### src/rtl/iss_pkg.sv
// ----------------------------------------------------------------------------
// iss_pkg
// types, codes and reset values of the idle stop supervisor
// ----------------------------------------------------------------------------
package iss_pkg;

   localparam int unsigned TIMEOUT_W = 24;
   localparam int unsigned WARN_W    = 16;
   localparam int unsigned HOLD_W    = 16;
   localparam int unsigned TIME_W    = 32;
   localparam int unsigned CSR_W     = 24;
   localparam int unsigned CSR_ADDR_W = 2;
   localparam int unsigned REQ_DATA_W = 40;
   localparam int unsigned RSP_DATA_W = 16;

   localparam logic [TIMEOUT_W-1:0] TIMEOUT_RST = 24'd60000;
   localparam logic [WARN_W-1:0]    WARN_RST    = 16'd5000;
   localparam logic [HOLD_W-1:0]    HOLD_RST    = 16'd800;

   // register index codes
   localparam logic [CSR_ADDR_W-1:0] CSR_IDLE_TIMEOUT = 2'd0;
   localparam logic [CSR_ADDR_W-1:0] CSR_WARN_WINDOW  = 2'd1;
   localparam logic [CSR_ADDR_W-1:0] CSR_RELAY_HOLD   = 2'd2;

   // link health codes
   localparam logic [1:0] LINK_OK        = 2'd0;
   localparam logic [1:0] LINK_CAN_ERROR = 2'd1;
   localparam logic [1:0] LINK_CAN_TMO   = 2'd2;
   localparam logic [1:0] LINK_OTHER     = 2'd3;

   // machine condition codes
   localparam logic [1:0] COND_UNKNOWN = 2'd0;
   localparam logic [1:0] COND_IDLE    = 2'd1;
   localparam logic [1:0] COND_WORKING = 2'd2;

   // reported state codes
   localparam logic [2:0] CODE_MONITOR = 3'd0;
   localparam logic [2:0] CODE_IDLE    = 3'd1;
   localparam logic [2:0] CODE_COUNT   = 3'd2;
   localparam logic [2:0] CODE_REQ     = 3'd3;
   localparam logic [2:0] CODE_ACTIVE  = 3'd4;
   localparam logic [2:0] CODE_FAULT   = 3'd5;

   // output latch masks
   localparam logic [5:0] L_RELAY  = 6'b000001;
   localparam logic [5:0] L_YELLOW = 6'b000010;
   localparam logic [5:0] L_RED    = 6'b000100;
   localparam logic [5:0] L_GREEN  = 6'b001000;
   localparam logic [5:0] L_PINA   = 6'b010000;
   localparam logic [5:0] L_PINB   = 6'b100000;

   typedef enum logic [5:0] {
      ST_MONITOR = 6'b000001,
      ST_IDLE    = 6'b000010,
      ST_COUNT   = 6'b000100,
      ST_REQ     = 6'b001000,
      ST_ACTIVE  = 6'b010000,
      ST_FAULT   = 6'b100000
   } state_type;

   typedef struct packed {
      logic [TIMEOUT_W-1:0] idle_timeout_ms;
      logic [WARN_W-1:0]    warn_window_ms;
      logic [HOLD_W-1:0]    relay_hold_ms;
   } cfg_type;

   typedef struct packed {
      logic              work_done;
      logic [1:0]        machine_condition;
      logic [1:0]        link_health;
      logic [TIME_W-1:0] now_ms;
   } item_type;

   typedef struct packed {
      state_type         st;
      logic              cd_active;
      logic [TIME_W-1:0] cd_start;
      logic [TIME_W-1:0] relay_on;
      logic [5:0]        latches;
   } ctx_type;

   typedef struct packed {
      logic       idle_stop_event;
      logic [5:0] latches;
      logic [2:0] state_code;
   } result_type;

   function automatic logic [2:0] state_code_of(input state_type st);
      logic [2:0] code;
      unique case (st)
         ST_MONITOR: code = CODE_MONITOR;
         ST_IDLE:    code = CODE_IDLE;
         ST_COUNT:   code = CODE_COUNT;
         ST_REQ:     code = CODE_REQ;
         ST_ACTIVE:  code = CODE_ACTIVE;
         ST_FAULT:   code = CODE_FAULT;
         default:    code = CODE_FAULT;
      endcase
      return code;
   endfunction

endpackage

### src/rtl/idle_stop_supervisor_core.sv
// ----------------------------------------------------------------------------
// idle_stop_supervisor_core
// idle stop supervisor: one supervision tick in, one status result out
// ----------------------------------------------------------------------------
// channel  dir  handshake               payload
// req      in   req_tvalid/req_tready   tick: time, link, condition, work flag
// rsp      out  rsp_tvalid/rsp_tready   state code, latches, stop event
// csr      in   csr_we                  idle timeout, warn window, relay hold
//
// one transaction per cycle sustained while rsp_tready keeps results moving; from req to rsp:
// input register, single-pass update logic, result register
// reset (synchronous) clears state and loads register defaults
// a stalled rsp holds its result; req stays open while the input stage can move
// ----------------------------------------------------------------------------
module idle_stop_supervisor_core (
   input  logic                              clock,
   input  logic                              reset,
   input  logic                              req_tvalid,
   output logic                              req_tready,
   // now_ms[31:0], link_health[33:32], machine_condition[35:34], work_done[36]
   input  logic [iss_pkg::REQ_DATA_W-1:0]    req_tdata,
   output logic                              rsp_tvalid,
   input  logic                              rsp_tready,
   // state_code[2:0], cutoff_relay[3], lamp_yellow[4], lamp_red[5],
   // lamp_green[6], aux_pin_a[7], aux_pin_b[8], idle_stop_event[9]
   output logic [iss_pkg::RSP_DATA_W-1:0]    rsp_tdata,
   input  logic                              csr_we,
   input  logic [iss_pkg::CSR_ADDR_W-1:0]    csr_addr,
   input  logic [iss_pkg::CSR_W-1:0]         csr_wdata
);

   iss_pkg::cfg_type    cfg_ff;
   iss_pkg::ctx_type    ctx_ff;
   iss_pkg::ctx_type    ctx_in;
   iss_pkg::item_type   item_ff;
   iss_pkg::result_type res_in;
   iss_pkg::result_type res_ff;
   logic                in_valid_ff;
   logic                out_valid_ff;
   logic                advance;
   logic                take;

   assign advance    = !out_valid_ff || rsp_tready;
   assign take       = in_valid_ff && advance;
   assign req_tready = !in_valid_ff || advance;
   assign rsp_tvalid = out_valid_ff;
   assign rsp_tdata  = {6'b0, res_ff.idle_stop_event, res_ff.latches, res_ff.state_code};

   iss_step u_step (
      .cfg    (cfg_ff),
      .ctx    (ctx_ff),
      .item   (item_ff),
      .ctx_in (ctx_in),
      .res    (res_in)
   );

   always_ff @(posedge clock) begin
      if (reset) begin
         cfg_ff.idle_timeout_ms <= iss_pkg::TIMEOUT_RST;
         cfg_ff.warn_window_ms  <= iss_pkg::WARN_RST;
         cfg_ff.relay_hold_ms   <= iss_pkg::HOLD_RST;
      end else if (csr_we) begin
         unique case (csr_addr)
            iss_pkg::CSR_IDLE_TIMEOUT: cfg_ff.idle_timeout_ms <= csr_wdata;
            iss_pkg::CSR_WARN_WINDOW:  cfg_ff.warn_window_ms  <= csr_wdata[iss_pkg::WARN_W-1:0];
            iss_pkg::CSR_RELAY_HOLD:   cfg_ff.relay_hold_ms   <= csr_wdata[iss_pkg::HOLD_W-1:0];
            default: ;
         endcase
      end
   end

   always_ff @(posedge clock) begin
      if (reset) begin
         in_valid_ff       <= 1'b0;
         out_valid_ff      <= 1'b0;
         ctx_ff.st         <= iss_pkg::ST_MONITOR;
         ctx_ff.cd_active  <= 1'b0;
         ctx_ff.cd_start   <= '0;
         ctx_ff.relay_on   <= '0;
         ctx_ff.latches    <= '0;
      end else begin
         if (req_tready) begin
            in_valid_ff <= req_tvalid;
         end
         if (advance) begin
            out_valid_ff <= in_valid_ff;
         end
         if (take) begin
            ctx_ff <= ctx_in;
         end
      end
   end

   always_ff @(posedge clock) begin
      if (req_tvalid && req_tready) begin
         item_ff <= req_tdata[$bits(iss_pkg::item_type)-1:0];
      end
      if (take) begin
         res_ff <= res_in;
      end
   end

endmodule

### src/rtl/iss_step.sv
// ----------------------------------------------------------------------------
// iss_step
// next state, output latches and event for one supervision tick
// ----------------------------------------------------------------------------
module iss_step (
   input  iss_pkg::cfg_type    cfg,
   input  iss_pkg::ctx_type    ctx,
   input  iss_pkg::item_type   item,
   output iss_pkg::ctx_type    ctx_in,
   output iss_pkg::result_type res
);

   logic [iss_pkg::TIME_W-1:0]    elapsed;
   logic                          over;
   logic [iss_pkg::TIMEOUT_W-1:0] remaining;
   logic                          warn_hit;
   logic                          expired;
   logic [iss_pkg::TIME_W-1:0]    on_time;
   logic                          hold_done;
   logic                          link_fault;
   logic [5:0]                    lat;
   logic                          event_hit;

   assign elapsed   = ctx.cd_active ? (item.now_ms - ctx.cd_start) : '0;
   assign over      = elapsed >= {8'b0, cfg.idle_timeout_ms};
   assign remaining = over ? '0 : (cfg.idle_timeout_ms - elapsed[iss_pkg::TIMEOUT_W-1:0]);
   assign warn_hit  = remaining <= {8'b0, cfg.warn_window_ms};
   assign expired   = ctx.cd_active && over;
   assign on_time   = item.now_ms - ctx.relay_on;
   assign hold_done = on_time >= {16'b0, cfg.relay_hold_ms};
   assign link_fault = (item.link_health == iss_pkg::LINK_CAN_ERROR) ||
                       (item.link_health == iss_pkg::LINK_CAN_TMO);

   always_comb begin
      ctx_in    = ctx;
      lat       = ctx.latches;
      event_hit = 1'b0;
      if (link_fault) begin
         ctx_in.cd_active = 1'b0;
         ctx_in.st        = iss_pkg::ST_FAULT;
         lat = (lat | iss_pkg::L_YELLOW) & ~iss_pkg::L_GREEN;
      end else begin
         unique case (ctx.st)
            iss_pkg::ST_MONITOR: begin
               if (item.machine_condition == iss_pkg::COND_WORKING) begin
                  ctx_in.cd_active = 1'b0;
                  lat = lat | iss_pkg::L_PINA | iss_pkg::L_PINB | iss_pkg::L_GREEN;
                  lat = lat & ~(iss_pkg::L_RELAY | iss_pkg::L_YELLOW | iss_pkg::L_RED);
               end else if (item.machine_condition == iss_pkg::COND_IDLE &&
                            item.work_done) begin
                  ctx_in.st = iss_pkg::ST_IDLE;
               end
            end
            iss_pkg::ST_IDLE: begin
               ctx_in.cd_active = 1'b1;
               ctx_in.cd_start  = item.now_ms;
               ctx_in.st        = iss_pkg::ST_COUNT;
               lat = lat & ~(iss_pkg::L_RELAY | iss_pkg::L_GREEN | iss_pkg::L_PINA);
               lat = lat | iss_pkg::L_PINB;
            end
            iss_pkg::ST_COUNT: begin
               if (warn_hit) begin
                  lat = lat | iss_pkg::L_RED | iss_pkg::L_PINA;
                  lat = lat & ~(iss_pkg::L_YELLOW | iss_pkg::L_GREEN);
               end else begin
                  lat = (lat & ~iss_pkg::L_RED) | iss_pkg::L_PINB;
               end
               if (item.machine_condition == iss_pkg::COND_WORKING) begin
                  ctx_in.cd_active = 1'b0;
                  ctx_in.st        = iss_pkg::ST_MONITOR;
                  lat = lat & ~(iss_pkg::L_RELAY | iss_pkg::L_YELLOW |
                                iss_pkg::L_RED | iss_pkg::L_GREEN);
               end else if (item.machine_condition == iss_pkg::COND_UNKNOWN) begin
                  ctx_in.cd_active = 1'b0;
                  ctx_in.st        = iss_pkg::ST_MONITOR;
                  lat = lat & ~(iss_pkg::L_RELAY | iss_pkg::L_RED | iss_pkg::L_GREEN);
                  lat = lat | iss_pkg::L_YELLOW;
               end else if (expired) begin
                  ctx_in.st = iss_pkg::ST_REQ;
               end
            end
            iss_pkg::ST_REQ: begin
               if (item.machine_condition == iss_pkg::COND_IDLE &&
                   item.link_health == iss_pkg::LINK_OK) begin
                  lat = lat | iss_pkg::L_RELAY | iss_pkg::L_PINA;
                  lat = lat & ~(iss_pkg::L_RED | iss_pkg::L_GREEN | iss_pkg::L_PINB);
                  ctx_in.relay_on = item.now_ms;
                  ctx_in.st       = iss_pkg::ST_ACTIVE;
                  event_hit       = 1'b1;
               end else begin
                  ctx_in.cd_active = 1'b0;
                  ctx_in.st        = iss_pkg::ST_MONITOR;
               end
            end
            iss_pkg::ST_ACTIVE: begin
               if (hold_done) begin
                  lat = lat & ~iss_pkg::L_RELAY;
                  ctx_in.st = iss_pkg::ST_MONITOR;
               end
            end
            iss_pkg::ST_FAULT: begin
               ctx_in.cd_active = 1'b0;
               lat = lat & ~(iss_pkg::L_RELAY | iss_pkg::L_RED | iss_pkg::L_GREEN);
               lat = lat | iss_pkg::L_YELLOW;
               ctx_in.st = iss_pkg::ST_MONITOR;
            end
            default: begin
               ctx_in.cd_active = 1'b0;
               ctx_in.st        = iss_pkg::ST_FAULT;
            end
         endcase
      end
      ctx_in.latches      = lat;
      res.latches         = lat;
      res.state_code      = iss_pkg::state_code_of(ctx_in.st);
      res.idle_stop_event = event_hit;
   end

endmodule

### config.mk
export PLATFORM = sky130hd
export DESIGN_NAME = idle_stop_supervisor_core
export DESIGN_NICKNAME = d
export VERILOG_FILES = /design/src/rtl/iss_pkg.sv /design/src/rtl/idle_stop_supervisor_core.sv /design/src/rtl/iss_step.sv
export SDC_FILE = /design/constraint.sdc
export NUM_CORES = 1
export LEC_CHECK = 0
export ABC_CLOCK_PERIOD_IN_PS = 21000
export CAP_MARGIN = 20
export CORE_MARGIN = 10
export CORE_UTILIZATION = 30
export DETAILED_ROUTE_END_ITERATION = 10
export DONT_BUFFER_PORTS = 1
export PLACE_DENSITY = 0.41
export SLEW_MARGIN = 10
export SYNTH_ARGS = -nofsm -noshare
export SYNTH_HDL_FRONTEND = slang
export SYNTH_SLANG_ARGS = --single-unit
### constraint.sdc
create_clock -name clock -period 21 [get_ports clock]
set_input_delay 0 -clock clock [delete_from_list [all_inputs] [get_ports clock]]
set_output_delay 0 -clock clock [all_outputs]
set_load 0.05 [all_outputs]
* Word-level counts from Yosys, hierarchy flattened
Index checks and enable logic that the tools add are counted.
** Word-level totals
- Register bits after elaboration :: 182
- Input bits :: 71
- Logic and storage cells :: 91
** Operators by class
- Add/subtract/negate cells :: 3
- Magnitude comparators :: 3
- Equal/unequal tests :: 21
- Muxes and demuxes :: 25
- Bitwise operators :: 2
- Reductions and logical operators :: 20
** Operator list (number)
- $pmux W6 S6 :: 2
- $sub A32 B32 Y32 :: 2
- $mux W6 :: 9
- $ge A32 B16 Y1 :: 1
- $ge A32 B24 Y1 :: 1
- $mux W32 :: 1
- $le A24 B16 Y1 :: 1
- $mux W24 :: 1
- $sub A24 B24 Y24 :: 1
- $pmux W3 S5 :: 1
- $mux W7 :: 2
- $eq A6 B1 Y1 const B :: 2
- $eq A6 B2 Y1 const B :: 2
- $eq A6 B3 Y1 const B :: 2
- $eq A6 B4 Y1 const B :: 2
- $eq A6 B5 Y1 const B :: 2
- $mux W4 :: 2
- $eq A2 B1 Y1 const B :: 3
- $eq A2 B2 Y1 const B :: 3
- $eq A6 B6 Y1 const B :: 1
- $logic_not A2 Y1 :: 3
- $reduce_and A2 Y1 :: 3
- $logic_and A1 B1 Y1 :: 5
- $mux W1 :: 5
- other kinds (13) :: 17

* Depth between registers and ports, before layout
- Depth in word-level cells :: 11
- Depth in mapped cells :: 41

* Modules after synthesis
A second synthesis with hierarchy kept.
** Second synthesis, totals
- Cells, all modules :: 1873
- Area total of the unflattened synthesis :: 14931.8 sq um
** By module, submodules not included
- iss_step :: instances 1, cells each 1231, area an instance 7936.4 sq um
- idle_stop_supervisor_core :: instances 1, cells each 642, area an instance 6995.5 sq um

* Worst setup path after synthesis
OpenSTA, ideal clock, no wires.
- Path kind :: register to register
- Start :: register item_ff[0] in the netlist's numbering
- End :: register res_ff, in the netlist rsp_tdata[6], data pin
- Setup time :: 0.271 ns
- Arrival :: 6.658 ns
- Path slack :: 14.071 ns
- Stages on the path, launching flop included :: 41
- Period minus slack after synthesis :: 6.929 ns
- Path through :: edfxtp_1 > inv_1 > ha_1 > inv_1 > fa_1 > a21oi_1 > nor2b_1 > a31oi_1 > o311ai_1 > a31oi_1 > nor2b_1 > o21ai_0 > nand2b_1 > a31oi_1 > xnor2_1 > and2_1 > ha_1 > clkbuf_1 > (+5 left out) > nor3_1 > o21ai_0 > nand4b_1 > o32a_1 > buf_2 > nor2b_1 > ha_1 > nor2b_1 > o21a_1 > o21a_1 > o21a_1 > o21a_1 > o211ai_1 > a21oi_1 > o21ba_2 > a21oi_1 > o31a_1 > a211oi_2
** RTL lines
- start: declaration :: RTL line idle_stop_supervisor_core.sv:35 : iss_pkg::item_type item_ff;
- start signal: assignment :: RTL line idle_stop_supervisor_core.sv:96 : item_ff <= req_tdata[$bits(iss_pkg::item_type)-1:0];
- end signal: assignment :: RTL line idle_stop_supervisor_core.sv:99 : res_ff <= res_in;
- end: declaration :: RTL line idle_stop_supervisor_core.sv:37 : iss_pkg::result_type res_ff;

==> flow_metrics.env <==
export IMPL_synth_main_ff_cell="dfxtp_1"
export IMPL_clk_path_buf_depth=2
export IMPL_postCtsSetupBuffers=0
export IMPL_async_flop_share_pct=0
export IMPL_synth_seq_cells=182
export IMPL_synthToLayoutAreaGrowth_pct=13.6
export IMPL_clk_pin_slew_ps=70
export IMPL_finalSetupTns_ps=0
export IMPL_drive_gt1_share_pct=3.56
export IMPL_avgRoutedWirePerCell_um=15.6
export IMPL_min_period_ps=7980
export IMPL_clock_latency_ps=470
export IMPL_synth_warnings=0
export IMPL_drcViolationCount=0
export IMPL_rows=76
export IMPL_finalMaxSlewViolations=0
export IMPL_hpwlAfterDp_mm=28.0
export IMPL_avgSynthCellArea_um2=7.68
export IMPL_yosysMostFrequentCell="nand2_1"
export IMPL_cts_sinks=182
export IMPL_cp_max_fo=22
export IMPL_yosys_area_top_type="dfxtp_1"
export IMPL_wirelength_mm=36.3
export IMPL_placed_cells=2226
export IMPL_root_buffer="clkbuf_16"
export IMPL_violations="hold timing"
export IMPL_fmax_ghz=0.125
export IMPL_crit_arrival_ps=8170
export IMPL_die_w_um=229
export IMPL_fillers=4534
export IMPL_synth_edf_count=47
export IMPL_synthTopCellsByArea="dfxtp_1 (21%), ha_1 (14%), edfxtp_1 (11%)"
export IMPL_vias_per_cell=4.82
export IMPL_leakagePower_nw=5.65
export IMPL_finish_net_count=1944
export IMPL_core_area_um2=43100
export IMPL_firstDrtPassIters=5
export IMPL_holdWs_ps=-71.8
export IMPL_relSlewSlack_pct=35.5
export IMPL_vias=11200
export IMPL_synth_distinct_cells=78
export IMPL_io_buffer_count=0
export IMPL_die_y_um=229
export IMPL_grt_use_total_pct=13.9
export IMPL_drv_cap=0
export IMPL_setup_viol=0
export IMPL_synth_top_area_share_pct=20.7
export IMPL_dieArea_um2=52300
export IMPL_slowest_delay_ps=420
export IMPL_initial_core_util_pct=30.3
export IMPL_crit_type="register to register"
export IMPL_io_pins=89
export IMPL_cts_max_level=4
export IMPL_synth_commonest_cells="nand2_1 (325), a21oi_1 (216), inv_1 (170)"
export IMPL_min_period_over_period_pct=38.0
export IMPL_grt_max_degree=120
export IMPL_skew_ps=11.0
export IMPL_power_density_nw_per_um2=58.6
export IMPL_cp_slowest_cell="a31oi_1"
export IMPL_grt_setup_unrepaired="false"
export IMPL_finalNonFillerCells=2326
export IMPL_syn_area_um2=13100
export IMPL_hold_class="input port to register"
export IMPL_cts_tree="built"
export IMPL_critPathRequiredTime_ps=21190
export IMPL_start_kind="register"
export IMPL_grt_pass1_wl_mm=58.6
export IMPL_place_congestion=0.829
export IMPL_syn_inst=1702
export IMPL_status="finished, violations left"
export IMPL_p_total_mw=0.870
export IMPL_postRouteAntennaNets=0
export IMPL_peakVddDrop_v=0.0000447
export IMPL_grt_pass1_vias=10900
export IMPL_hold_viol_final=13
export IMPL_cts_resized=0
export IMPL_n_antenna_cell=0
export IMPL_tightest_slew_ps=944
export IMPL_crit_path_end_kind="register"
export IMPL_drt_iter0_drc=504
export IMPL_seq_area_frac_synth_pct=31.5
export IMPL_grt_ovfl_total=0
export IMPL_cts_buffers=17
export IMPL_antenna_found_initial=0
## routing by layer
metal	part of all wire, %	vias to the layer above	GRT usage, %
met3	2.3	37	1.97
met1	52	5114	19.3
li1	-	5919	-
met5	0	-	0
met4	1.9	0	4.81
met2	44	131	21.4
## timing repair
| action | 4_1_cts | 5_1_grt |
|---|---|---|
| hold endpoints to repair | 170 | 0 |
| hold buffers | 68 | 0 |
| endpoints found under the setup margin | 0 | 0 |
## worst paths after layout
kind	start	to	slack (ps)	depth (start not counted)
hold / removal	reset	cfg_ff[50]	-70	2
setup / recovery	item_ff[0]	rsp_tdata[6]	13020	39
hold reg to reg	ctx_ff[16]	ctx_ff[16]	450	2
setup reg to reg	item_ff[0]	rsp_tdata[6]	13020	39
## layout make-up
cell class	count	area, µm²	share of cell area (%)
clock buffers	17	425	2.87
well taps	585	732	4.93
repair buffers	76	758	5.11
flip-flops and latches	182	4110	27.7
multi-input cells	1280	8020	54.0
inverters	171	642	4.32
clock inverters	15	153	1.03
## report_power, final
part / total, mW / internal, mW / switching (mW) / leakage, nW
clock: 0.330 / 0.176 / 0.154 / 0.276
combinational: 0.157 / 0.0644 / 0.0921 / 3.83
sequential: 0.384 / 0.371 / 0.0134 / 1.55
total: 0.870 / 0.611 / 0.259 / 5.65
## worst max-delay path, delay by kind of cell (launching register included)
kind / cells / cell delay (ps)
XOR/XNOR: 1 / 120
AO/OA/AOI/OAI: 21 / 4130
adder cells (fa/ha/maj): 4 / 1210
AND/OR/NAND/NOR: 10 / 1410
flip-flops: 1 / 410
buffers and inverters: 3 / 380
## cells in the final DEF (no fill, tap or decap), drive strengths merged, types with 16 or more instances in the layout
master | synthesis | routed
nand2 | 325 | 325
a21oi | 216 | 216
inv | 170 | 174
ha | 142 | 142
dfxtp | 135 | 135
nor2 | 95 | 95
dlygate4sd3 | 0 | 67
o21ai | 67 | 67
edfxtp | 47 | 47
a21o | 46 | 46
xnor2 | 40 | 40
nand3 | 27 | 27
nor3 | 27 | 27
o211ai | 25 | 25
xor2 | 24 | 24
nor2b | 18 | 18
nand2b | 18 | 18
clkbuf | 55 | 17
o21a | 16 | 16
a31oi | 16 | 16
nand4 | 16 | 16
a211oi | 16 | 16
## kinds of logic (layout without fill, tap and decap cells)
kind of cell	count (synthesis)	after routing	synth area share, %
DFF	182	182	31.5
AOI/OAI and AO/OA	475	475	22.4
other	1	6	0.0287
xor gates and xnor gates	64	64	4.29
and+or+nand+nor	586	586	20.0
muxes	4	4	0.316
adders and majority gates	145	145	14.1
buffers and inverters	245	279	7.38
## through the flow
step	instance area [µm²]	hold slack [ps]	util, %	setup WS [ps]
after floorplan	13100	98.9	-	14070
after global placement	13600	99.0	31.5	12940
after detailed placement	13600	98.9	31.5	12960
after CTS	14800	19.7	34.5	12930
after global routing	14800	52.9	34.5	12260
final	14800	-71.8	34.5	13020
## registers in the layout, indices dropped and copies added, names as in the netlist
signal and flops:
ctx_ff 77, cfg_ff 56, item_ff 37, rsp_tdata 10
in_valid_ff 1, rsp_tvalid 1
No activity file was read; power rests on OpenSTA's default activity.
